[src/rtl/rtc3w_pkg.sv]
// ----------------------------------------------------------------------------
// rtc3w_pkg
// Types, codes and helpers for the three-wire RTC serial master.
// ----------------------------------------------------------------------------
package rtc3w_pkg;

   // Request operation codes (the unused code acts as a plain tick)
   typedef enum logic [1:0] {
      OP_TICK  = 2'd0,
      OP_READ  = 2'd1,
      OP_WRITE = 2'd2
   } op_type;

   localparam logic [7:0] CMD_WRITE_BASE = 8'h8c;
   localparam logic [7:0] CMD_READ_BIT   = 8'h01;
   localparam logic [7:0] HALF_RESET     = 8'd3;
   localparam logic [4:0] CMD_BITS       = 5'd8;
   localparam logic [4:0] FRAME_BITS     = 5'd16;

   // One request item
   typedef struct packed {
      logic [1:0] op;
      logic [2:0] field_index;
      logic [6:0] write_value;
      logic       io_in;
   } req_item_type;

   // One result item
   typedef struct packed {
      logic       chip_enable;
      logic       serial_clock;
      logic       io_out;
      logic       io_drive;
      logic       busy_res;
      logic       done_res;
      logic [7:0] read_value;
   } rsp_item_type;

   // Binary to BCD; divide by ten through a reciprocal (exact below 1024)
   function automatic logic [7:0] to_bcd(input logic [6:0] v);
      logic [17:0] prod;
      logic [3:0]  tens;
      logic [6:0]  ones;
      prod = {11'd0, v} * 18'd205;
      tens = prod[14:11];
      ones = v - 7'({3'd0, tens} * 7'd10);
      return {tens, 4'd0} + {1'b0, ones};
   endfunction

   // BCD to binary; an out-of-range nibble is passed through arithmetically
   function automatic logic [7:0] from_bcd(input logic [7:0] n);
      logic [7:0] tens_val;
      tens_val = {4'd0, n[7:4]} * 8'd10;
      return tens_val + {4'd0, n[3:0]};
   endfunction

endpackage

[src/rtl/rtc3w_req_reg.sv]
// ----------------------------------------------------------------------------
// rtc3w_req_reg
// Input register: captures one request transfer and holds it until the
// sequencer consumes it.
// ----------------------------------------------------------------------------
module rtc3w_req_reg
   import rtc3w_pkg::*;
(
   input  logic         clock,
   input  logic         reset,
   input  logic         req_valid,
   output logic         req_stall,
   input  req_item_type req_item,
   input  logic         rsp_free,
   output logic         step,
   output req_item_type item
);

   logic         valid_ff, valid_in;
   req_item_type item_ff, item_in;
   logic         take;

   // Consume the held item whenever the result register can take its result
   assign step      = valid_ff & rsp_free;
   assign req_stall = valid_ff & ~rsp_free;
   assign take      = req_valid & ~req_stall;
   assign item      = item_ff;

   // Next occupancy and payload
   always_comb begin
      valid_in = valid_ff;
      item_in  = item_ff;
      if (take) begin
         valid_in = 1'b1;
         item_in  = req_item;
      end else if (step) begin
         valid_in = 1'b0;
      end
   end

   always_ff @(posedge clock) begin
      if (reset) begin
         valid_ff <= 1'b0;
      end else begin
         valid_ff <= valid_in;
      end
   end

   always_ff @(posedge clock) begin
      item_ff <= item_in;
   end

endmodule

[src/rtl/rtc3w_seq.sv]
// ----------------------------------------------------------------------------
// rtc3w_seq
// Pin sequencer: holds the transfer state and the half-period register and
// advances one tick for every consumed request item.
// ----------------------------------------------------------------------------
module rtc3w_seq
   import rtc3w_pkg::*;
(
   input  logic         clock,
   input  logic         reset,
   input  logic         csr_write_enable,
   input  logic [7:0]   csr_write_data,
   input  logic         step,
   input  req_item_type item,
   output rsp_item_type result
);

   logic [7:0]  half_period_ff, half_period_in;
   logic        active_ff, active_in;
   logic        is_read_ff, is_read_in;
   logic [4:0]  bit_count_ff, bit_count_in;
   logic        phase_ff, phase_in;
   logic [7:0]  tick_count_ff, tick_count_in;
   logic [15:0] out_shift_ff, out_shift_in;
   logic [7:0]  in_shift_ff, in_shift_in;

   logic [7:0]  half;
   logic [7:0]  tick_inc;
   logic [7:0]  cmd;
   logic [4:0]  bit_next;
   logic        is_start;
   logic        done;
   logic [7:0]  rval;
   logic        drive;

   // Half-period register, written any time the enable is high
   always_comb begin
      half_period_in = csr_write_enable ? csr_write_data : half_period_ff;
   end

   // Zero half period behaves as one tick
   assign half     = (half_period_ff == 8'd0) ? 8'd1 : half_period_ff;
   assign tick_inc = tick_count_ff + 8'd1;
   assign is_start = (item.op == OP_READ) || (item.op == OP_WRITE);
   assign bit_next = bit_count_ff + 5'd1;

   // Next transfer state
   always_comb begin
      active_in     = active_ff;
      is_read_in    = is_read_ff;
      bit_count_in  = bit_count_ff;
      phase_in      = phase_ff;
      tick_count_in = tick_count_ff;
      out_shift_in  = out_shift_ff;
      in_shift_in   = in_shift_ff;
      done          = 1'b0;
      rval          = 8'd0;
      cmd           = CMD_WRITE_BASE - {4'd0, item.field_index, 1'b0};
      if (step) begin
         if (!active_ff) begin
            // Start: form command byte and load the frame
            if (is_start) begin
               is_read_in = (item.op == OP_READ);
               if (is_read_in) begin
                  cmd          = cmd + CMD_READ_BIT;
                  out_shift_in = {8'd0, cmd};
               end else begin
                  out_shift_in = {to_bcd(item.write_value), cmd};
               end
               in_shift_in   = 8'd0;
               bit_count_in  = 5'd0;
               phase_in      = 1'b0;
               tick_count_in = 8'd0;
               active_in     = 1'b1;
            end
         end else begin
            tick_count_in = tick_inc;
            if (tick_inc >= half) begin
               tick_count_in = 8'd0;
               if (!phase_ff) begin
                  // End of low half: sample the data pin in the read phase
                  if (is_read_ff && bit_count_ff >= CMD_BITS) begin
                     in_shift_in = {item.io_in, in_shift_ff[7:1]};
                  end
                  phase_in = 1'b1;
               end else begin
                  // End of high half: advance to the next bit
                  phase_in     = 1'b0;
                  out_shift_in = {1'b0, out_shift_ff[15:1]};
                  bit_count_in = bit_next;
                  if (bit_next >= FRAME_BITS) begin
                     active_in    = 1'b0;
                     done         = 1'b1;
                     bit_count_in = 5'd0;
                     if (is_read_ff) begin
                        rval = from_bcd(in_shift_ff);
                     end
                  end
               end
            end
         end
      end
   end

   // Pin levels after the tick
   assign drive = active_in & ~(is_read_in && bit_count_in >= CMD_BITS);

   always_comb begin
      result.chip_enable  = active_in;
      result.serial_clock = active_in & phase_in;
      result.io_drive     = drive;
      result.io_out       = drive & out_shift_in[0];
      result.busy_res     = active_in;
      result.done_res     = done;
      result.read_value   = rval;
   end

   always_ff @(posedge clock) begin
      if (reset) begin
         half_period_ff <= HALF_RESET;
         active_ff      <= 1'b0;
         is_read_ff     <= 1'b0;
         bit_count_ff   <= 5'd0;
         phase_ff       <= 1'b0;
         tick_count_ff  <= 8'd0;
         out_shift_ff   <= 16'd0;
         in_shift_ff    <= 8'd0;
      end else begin
         half_period_ff <= half_period_in;
         active_ff      <= active_in;
         is_read_ff     <= is_read_in;
         bit_count_ff   <= bit_count_in;
         phase_ff       <= phase_in;
         tick_count_ff  <= tick_count_in;
         out_shift_ff   <= out_shift_in;
         in_shift_ff    <= in_shift_in;
      end
   end

endmodule

[src/rtl/rtc3w_rsp_reg.sv]
// ----------------------------------------------------------------------------
// rtc3w_rsp_reg
// Result register: holds one result item until the consumer takes it.
// ----------------------------------------------------------------------------
module rtc3w_rsp_reg
   import rtc3w_pkg::*;
(
   input  logic         clock,
   input  logic         reset,
   input  logic         step,
   input  rsp_item_type result,
   output logic         rsp_free,
   output logic         rsp_valid,
   input  logic         rsp_stall,
   output rsp_item_type rsp_item
);

   logic         valid_ff, valid_in;
   rsp_item_type item_ff, item_in;

   // Free when empty or when the held result transfers this cycle
   assign rsp_free  = ~valid_ff | ~rsp_stall;
   assign rsp_valid = valid_ff;
   assign rsp_item  = item_ff;

   // Load a new result, drop a transferred one
   always_comb begin
      valid_in = valid_ff;
      item_in  = item_ff;
      if (step) begin
         valid_in = 1'b1;
         item_in  = result;
      end else if (!rsp_stall) begin
         valid_in = 1'b0;
      end
   end

   always_ff @(posedge clock) begin
      if (reset) begin
         valid_ff <= 1'b0;
      end else begin
         valid_ff <= valid_in;
      end
   end

   always_ff @(posedge clock) begin
      item_ff <= item_in;
   end

endmodule

[src/rtl/three_wire_rtc_bcd_master.sv]
// A request transfer passes the input register, then the result register,
// before the earliest transfer of its result.
// Throughput: one request item per cycle, sustained while rsp_stall is low.
// Reset: synchronous, active high; clears the transfer state, both valid
// flags, and sets the half period to three ticks.
// ----------------------------------------------------------------------------
// three_wire_rtc_bcd_master
// Three-wire serial master for a real-time-clock chip; each request item
// is one tick of the pin sequencer and yields one pin-level result.
// ----------------------------------------------------------------------------
module three_wire_rtc_bcd_master
   import rtc3w_pkg::*;
(
   input  logic       clock,
   input  logic       reset,
   input  logic       csr_write_enable,
   input  logic [7:0] csr_write_data,
   input  logic       req_valid,
   output logic       req_stall,
   input  logic [1:0] req_op,
   input  logic [2:0] req_field_index,
   input  logic [6:0] req_write_value,
   input  logic       req_io_in,
   output logic       rsp_valid,
   input  logic       rsp_stall,
   output logic       rsp_chip_enable,
   output logic       rsp_serial_clock,
   output logic       rsp_io_out,
   output logic       rsp_io_drive,
   output logic       rsp_busy_res,
   output logic       rsp_done_res,
   output logic [7:0] rsp_read_value
);

   req_item_type req_item;
   req_item_type item;
   rsp_item_type result;
   rsp_item_type rsp_item;
   logic         step;
   logic         rsp_free;

   // Gather request fields
   always_comb begin
      req_item.op          = req_op;
      req_item.field_index = req_field_index;
      req_item.write_value = req_write_value;
      req_item.io_in       = req_io_in;
   end

   rtc3w_req_reg u_req_reg (
      .clock     (clock),
      .reset     (reset),
      .req_valid (req_valid),
      .req_stall (req_stall),
      .req_item  (req_item),
      .rsp_free  (rsp_free),
      .step      (step),
      .item      (item)
   );

   rtc3w_seq u_seq (
      .clock            (clock),
      .reset            (reset),
      .csr_write_enable (csr_write_enable),
      .csr_write_data   (csr_write_data),
      .step             (step),
      .item             (item),
      .result           (result)
   );

   rtc3w_rsp_reg u_rsp_reg (
      .clock     (clock),
      .reset     (reset),
      .step      (step),
      .result    (result),
      .rsp_free  (rsp_free),
      .rsp_valid (rsp_valid),
      .rsp_stall (rsp_stall),
      .rsp_item  (rsp_item)
   );

   // Spread result fields onto ports
   assign rsp_chip_enable  = rsp_item.chip_enable;
   assign rsp_serial_clock = rsp_item.serial_clock;
   assign rsp_io_out       = rsp_item.io_out;
   assign rsp_io_drive     = rsp_item.io_drive;
   assign rsp_busy_res     = rsp_item.busy_res;
   assign rsp_done_res     = rsp_item.done_res;
   assign rsp_read_value   = rsp_item.read_value;

endmodule

[config.mk]
export PLATFORM = sky130hd
export DESIGN_NAME = three_wire_rtc_bcd_master
export DESIGN_NICKNAME = d
export VERILOG_FILES = /design/src/rtl/rtc3w_pkg.sv /design/src/rtl/rtc3w_req_reg.sv /design/src/rtl/rtc3w_seq.sv /design/src/rtl/rtc3w_rsp_reg.sv /design/src/rtl/three_wire_rtc_bcd_master.sv
export SDC_FILE = /design/constraint.sdc
export NUM_CORES = 1
export LEC_CHECK = 0
export ABC_CLOCK_PERIOD_IN_PS = 7880
export BUFFER_PORTS_ARGS = -buffer_cell sky130_fd_sc_hd__buf_4
export CAP_MARGIN = 20
export CORE_AREA = 2 2 93 95
export CTS_CLUSTER_SIZE = 12
export DETAILED_ROUTE_END_ITERATION = 10
export DIE_AREA = 0 0 95 97
export GPL_ROUTABILITY_DRIVEN = 0
export GPL_TIMING_DRIVEN = 1
export HOLD_SLACK_MARGIN = 0.08
export MAX_ROUTING_LAYER = met4
export PLACE_DENSITY = 0.79
export SLEW_MARGIN = 5
export SYNTH_ARGS = -nofsm -noshare
export SYNTH_HDL_FRONTEND = slang
export SYNTH_SLANG_ARGS = --single-unit
[constraint.sdc]
create_clock -name clock -period 7.88 [get_ports clock]
set_clock_uncertainty 0.15 [all_clocks]
set_input_delay 1.576 -clock clock [delete_from_list [all_inputs] [get_ports clock]]
set_output_delay 1.576 -clock clock [all_outputs]
set_load 0.01 [all_outputs]
* Yosys cells after proc, flatten, opt, wreduce, memory -nomap -nowiden *
Cells that the tools add are included.

operators by class
  $add $sub $neg = 7
  multiply operators = 3
  bitwise gates (word level) = 12
  eq/ne operators = 7
  muxes and demuxes = 39
  $lt $le $gt $ge = 4
  reduce and logical (&&, ||, !) cells = 11

operators by type and width
  cell                                                                   number
  16-bit 2-to-1 mux                                                      5
  8-bit 2-to-1 mux                                                       8
  5-bit 2-to-1 mux                                                       6
  1-bit 2-to-1 mux                                                       20
  8-bit by 1-bit adder with 8-bit output, second input constant          2
  7-bit by 8-bit multiplier with 15-bit output, second input constant    1
  5-bit by 4-bit >= comparator with 1-bit output, second input constant  2
  5-bit AND reduction                                                    2
  8-bit by 4-bit adder with 8-bit output                                 1
  8-bit by 7-bit adder with 8-bit output                                 1
  8-bit >= comparator                                                    1
  8-bit logical NOT                                                      1
  2-bit inequality test, second input constant                           4
  8-bit by 4-bit subtractor with 8-bit output, first input constant      1
  4-bit by 3-bit multiplier with 7-bit output, second input constant     1
  7-bit subtractor                                                       1
  1-bit AND                                                              6
  4-bit by 3-bit multiplier with 6-bit output, second input constant     1
  5-bit by 1-bit adder with 5-bit output, second input constant          1
  5-bit >= comparator, second input constant                             1
  1-bit NOT                                                              5
  4-bit AND reduction                                                    1
  2-bit nonzero test                                                     2
  3-bit AND reduction                                                    1
  other kinds (7)                                                        8

word-level totals
  output and inout bits = 16
  register bits after elaboration = 76

* Depth between registers and ports, before layout *
  depth after elaboration = 12
  mapped depth = 29
  depth with buffers taken out = 28

* Modules after synthesis *
A second synthesis with hierarchy kept.

unflattened totals
  cells, all modules = 535
  area total of the unflattened synthesis = 5134.9 um2

by module, submodules not included
  module         cells each  sequential area each (um2)  instances  area an instance (um2)
  rtc3w_seq      499         960.9                       1          4235.3
  rtc3w_rsp_reg  18          440.4                       1          452.9
  rtc3w_req_reg  18          410.4                       1          446.7

* Least setup slack after synthesis *
Ideal clock, no wire load.

  path kind = reg-to-reg
  from = reg u_req_reg.item_ff, in the netlist u_req_reg.item[5]
  to = reg u_seq.out_shift_ff[15]
  arrival = 6132 ps
  buffers on the path = 1
  cell stages (with the launch flop) = 30
  slack = 1482 ps
  clock period less this slack = 6398 ps
  required time = 7614 ps
  cells stage by stage = edfxtp_1 > ha_1 > ha_1 > fa_1 > inv_1 > fa_1 > inv_1 > ha_1 > a31o_2 > a221oi_2 > and2b_1 > o21ai_0 > nand2b_1 > a211oi_1 > nor2_1 > ha_1 > ha_1 > inv_1 > fa_1 > ha_1 > clkbuf_1 > nor2_1 > nor3_2 > xnor2_1 > ha_1 > o21ai_0 > o31ai_1 > a31oi_1 > mux2i_1 > a31o_1

between the ends
  word-level cells in the longest chain between the ends = 7

ends and longest elaborated chain
  item                                          line                 RTL
  start, declared                               rtc3w_req_reg.sv:20  req_item_type item_ff, item_in;
  start signal, assigned                        rtc3w_req_reg.sv:50  item_ff <= item_in;
  7-bit by 8-bit multiplier with 15-bit output  rtc3w_pkg.sv:44      prod = {11'd0, v} * 18'd205;
  4-bit by 3-bit multiplier with 6-bit output   rtc3w_pkg.sv:46      ones = v - 7'({3'd0, tens} * 7'd10);
  7-bit subtractor                              rtc3w_pkg.sv:46
  8-bit by 7-bit adder with 8-bit output (*)    rtc3w_pkg.sv:47      return {tens, 4'd0} + {1'b0, ones};
  16-bit 2-to-1 mux (*)                         rtc3w_seq.sv:64      if (is_read_in) begin
  16-bit 2-to-1 mux (*)                         rtc3w_seq.sv:62      if (is_start) begin
  16-bit 2-to-1 mux (*)                         rtc3w_seq.sv:60      if (!active_ff) begin
  end signal, assigned                          rtc3w_seq.sv:135     out_shift_ff <= out_shift_in;
  end, declared                                 rtc3w_seq.sv:24      logic [15:0] out_shift_ff, out_shift_in;

Mark *: on every way between the ends. The rest lies on a longest branch, timed or not. The select of a mux whose other input is x is not followed.
A chain may end at the register's enable or synchronous reset.

* Worst setup path after layout *
Ends and elaborated chain as after synthesis.

==> results.json <==
{
  "status": "finished clean",
  "final.min_clock_period_ns": 6.91,
  "critPathCaptureType": "register",
  "die_height_um": 97,
  "synth.most_common_cell": "sky130_fd_sc_hd__ha_1",
  "holdBufCountCts": 0,
  "area_of_the_mapped_netlist_sq_um": 4820,
  "rr_worst_depth": 28,
  "core_sq_um": 8130,
  "p_total_mw": 1.40,
  "io_pins": 42,
  "netlist-cell-type-count": 54,
  "final_hold_viol_count": 0,
  "start_util_pct": 59.2,
  "synth_enable_flop_cells": 26,
  "clock_sink_count": 76,
  "pre_cts_ws_ns": 1.00,
  "p_int_mw": 0.864,
  "hp-class": "reg2reg",
  "synth.top_cells.by_area": "sky130_fd_sc_hd__dfxtp_1, sky130_fd_sc_hd__ha_1, sky130_fd_sc_hd__edfxtp_1, sky130_fd_sc_hd__fa_1, sky130_fd_sc_hd__nor2_1",
  "cts_post_setup_buffers_inserted": 0,
  "grt_pass1_vias": 3766,
  "worst_path_max_delay_cell": "sky130_fd_sc_hd__fa_1",
  "clock_power_share_pct": 20.4,
  "timing.setup.tns_ns": 0,
  "layout-area-overhead-vs-synth_pct": 12.1,
  "die_area_sq_um": 9220,
  "timing.reg2reg.setup_slack_ns": 0.97,
  "vdd.ir_drop.worst_mv": 0.264,
  "p_leak_nw": 2.40,
  "cts.clk_slew.worst_paths_ns": 0.08,
  "wire_length_of_the_first_global_routing_pass_um": 17200,
  "clock_tree.buffer_depth": 2,
  "drv_cap": 0,
  "final_net_count": 637,
  "cellPowerDensity_nw_per_um2": 260,
  "met1_length_um": 4310,
  "min_path_cells": 2,
  "synth_sequential_area_ratio_pct": 37.0,
  "synth_top_cells_by_count": "sky130_fd_sc_hd__ha_1, sky130_fd_sc_hd__nor2_1, sky130_fd_sc_hd__dfxtp_1, sky130_fd_sc_hd__inv_1, sky130_fd_sc_hd__a21oi_1",
  "post_drt_via_cell_ratio": 5.87,
  "pwr-share-seq_pct": 31.7,
  "worst_setup_path_endpoint": "u_seq.out_shift_ff[15]",
  "drt_pre_antenna_iters": 4,
  "cpPeakStageDelay_ns": 0.51,
  "final.setup.worst_slack_ns": 0.965,
  "synth.yosys.warnings": 0,
  "grt_util_all_layers_pct": 24.0,
  "setup_viol": 0,
  "antenna-diode-count": 0,
  "worstSetupPathType": "reg2reg",
  "slew-limit-headroom_pct": 43.9,
  "fmax_ghz": 0.145,
  "crit_path_start_kind": "register",
  "finalInstanceArea_sq_um": 5400,
  "setup_repair_after_global_routing_missed_its_margin": "false",
  "cts.root.buffer_cell": "sky130_fd_sc_hd__clkbuf_8",
  "wl_met3_um": 322,
  "cts_inserted_buffers": 9,
  "power_switching_share_pct": 38.4,
  "synth.largest_area_cell": "sky130_fd_sc_hd__dfxtp_1",
  "cp_max_fo": 5,
  "cts-resized-gates": 0,
  "post_dp_cell_area_sq_um": 5210,
  "fillerInstances": 645,
  "p_sw_mw": 0.538,
  "cts_tree": "done",
  "number_of_antenna_violations_at_the_first_check_in_global_routing": 0,
  "largest_net_degree_at_the_start_of_global_routing": 49,
  "critPathArrivalTime_ns": 7.01,
  "drt_iter0_drc": 173,
  "postSynthAreaPerCell_sq_um": 9.69,
  "highest_layer": "met4",
  "die_w_um": 95,
  "max_slew.worst_pin.slew_ns": 0.841,
  "synth_async_sr_flop_share_pct": 0,
  "slew_viol_final": 0,
  "combinationalPowerShare_pct": 47.9,
  "ys_ff_latch": 76,
  "route.met2.wl_um": 5180,
  "post_route_drc": 0,
  "synth_top_flop_cell": "sky130_fd_sc_hd__dfxtp_1",
  "min_from": "u_seq.in_shift_ff[0]",
  "drive_above_1_share_pct": 13.1,
  "rows": 33,
  "timing.critical_path.required_ns": 7.98,
  "cts.htree.levels": 3,
  "cpMostUsedCell": "sky130_fd_sc_hd__ha_1",
  "worst_skew_pair.late_latency_ns": 0.35,
  "synthesis.nets": 598,
  "detail-route-antenna-nets": 0,
  "dp_hpwl_um": 7690,
  "wirelength_um": 10000,
  "critPathLaunch": "u_req_reg.item[5]",
  "wl_per_cell_um": 15.5,
  "syn_inst": 497,
  "r2r-start": "u_req_reg.item[5]",
  "grt_overflow": 0,
  "synth.top_cell.area_share_pct": 20.8,
  "worst_r2r_endpoint": "u_seq.out_shift_ff[15]",
  "fraction_of_the_cycle_the_final_worst_path_needs_pct": 87.7,
  "vias": 3791,
  "port-buffer-count": 41
}
## power by group through the flow
stage	clock, mW	sequential [mW]	combinational, mW
6_report	0.285	0.444	0.672
5_1_grt	0.301	0.447	0.758
4_1_cts	0.287	0.444	0.668
3_5_place_dp	0	0.453	0.663
3_3_place_gp	0	0.451	0.637
2_1_floorplan	0	0.449	0.517
## cell usage in the layout (no fill, tap or decap), drive strengths merged, types with 9 or more instances in the layout
| cell type | Yosys | routed |
|---|---|---|
| ha | 64 | 64 |
| nor2 | 57 | 57 |
| dfxtp | 50 | 50 |
| inv | 45 | 48 |
| buf | 2 | 43 |
| a21oi | 33 | 33 |
| edfxtp | 26 | 26 |
| nand2 | 21 | 21 |
| xnor2 | 18 | 18 |
| o21ai | 16 | 16 |
| mux2i | 14 | 14 |
| nor3 | 13 | 13 |
| clkbuf | 14 | 12 |
| fa | 11 | 11 |
| nand3 | 10 | 10 |
| nand4 | 9 | 9 |
| xor2 | 9 | 9 |
## kinds of logic after synthesis
family | synth area share [%]
mux | 2.91
simple gates | 13.0
xor+xnor | 5.07
fa+ha+maj | 21.4
compound gates | 15.8
buf+inv | 4.83
flops | 37.0
## final cells by class
| class | count | area (sq um) | share of cell area, % |
|---|---|---|---|
| Clock inverter | 5 | 31.3 | 0.579 |
| Tap cell | 105 | 131 | 2.43 |
| Inverter | 45 | 169 | 3.13 |
| Sequential cell | 76 | 1780 | 33.0 |
| Multi-Input combinational cell | 360 | 2800 | 51.9 |
| Clock buffer | 11 | 153 | 2.83 |
| Timing Repair Buffer | 44 | 330 | 6.12 |
## metrics by stage
stage / hold WS (ns) / instances / util, %
after floorplan: 0.281 / 497 / -
final: 0.323 / 646 / 66.4
after global routing: 0.362 / 646 / 66.4
after global placement: 0.295 / 629 / 64.0
after detailed placement: 0.301 / 629 / 64.0
after CTS: 0.325 / 645 / 66.3
## state kept, by name, indices dropped and copies added (netlist names), named ones only
name,flops
u_seq.active_ff,1
u_seq.tick_count_ff,8
u_req_reg.item,13
u_rsp_reg.rsp_item,13
u_seq.phase_ff,1
u_req_reg.valid_ff,1
u_seq.out_shift_ff,16
u_seq.half_period_ff,8
u_rsp_reg.rsp_valid,1
u_seq.is_read_ff,1
u_seq.in_shift_ff,8
u_seq.bit_count_ff,2
## worst min-delay path by stage
stage	to	slack, ns
6_report	u_seq.in_shift_ff[0]	0.32
3_5_place_dp	u_seq.out_shift_ff[11]	0.30
5_1_grt	u_seq.out_shift_ff[11]	0.36
4_1_cts	u_seq.in_shift_ff[0]	0.33
3_3_place_gp	u_seq.out_shift_ff[11]	0.30
2_1_floorplan	u_seq.out_shift_ff[11]	0.28
## per-layer routing
metal	vias to the layer above	global-route usage, %
li1	1864	-
met1	1819	29.3
met2	90	40.7
met3	18	3.50
met4	0	7.25
met5	-	-
## critical path, delay by kind of cell, from the launching register on
family | cells | cell delay, ns
adder cells (fa/ha/maj) | 10 | 3.30
flip-flops | 1 | 0.48
AO/OA/AOI/OAI | 9 | 1.88
XOR/XNOR | 1 | 0.13
multiplexers | 1 | 0.13
buffers and inverters | 3 | 0.19
AND/OR/NAND/NOR | 4 | 0.54
Power figures use the tool's default switching activity.
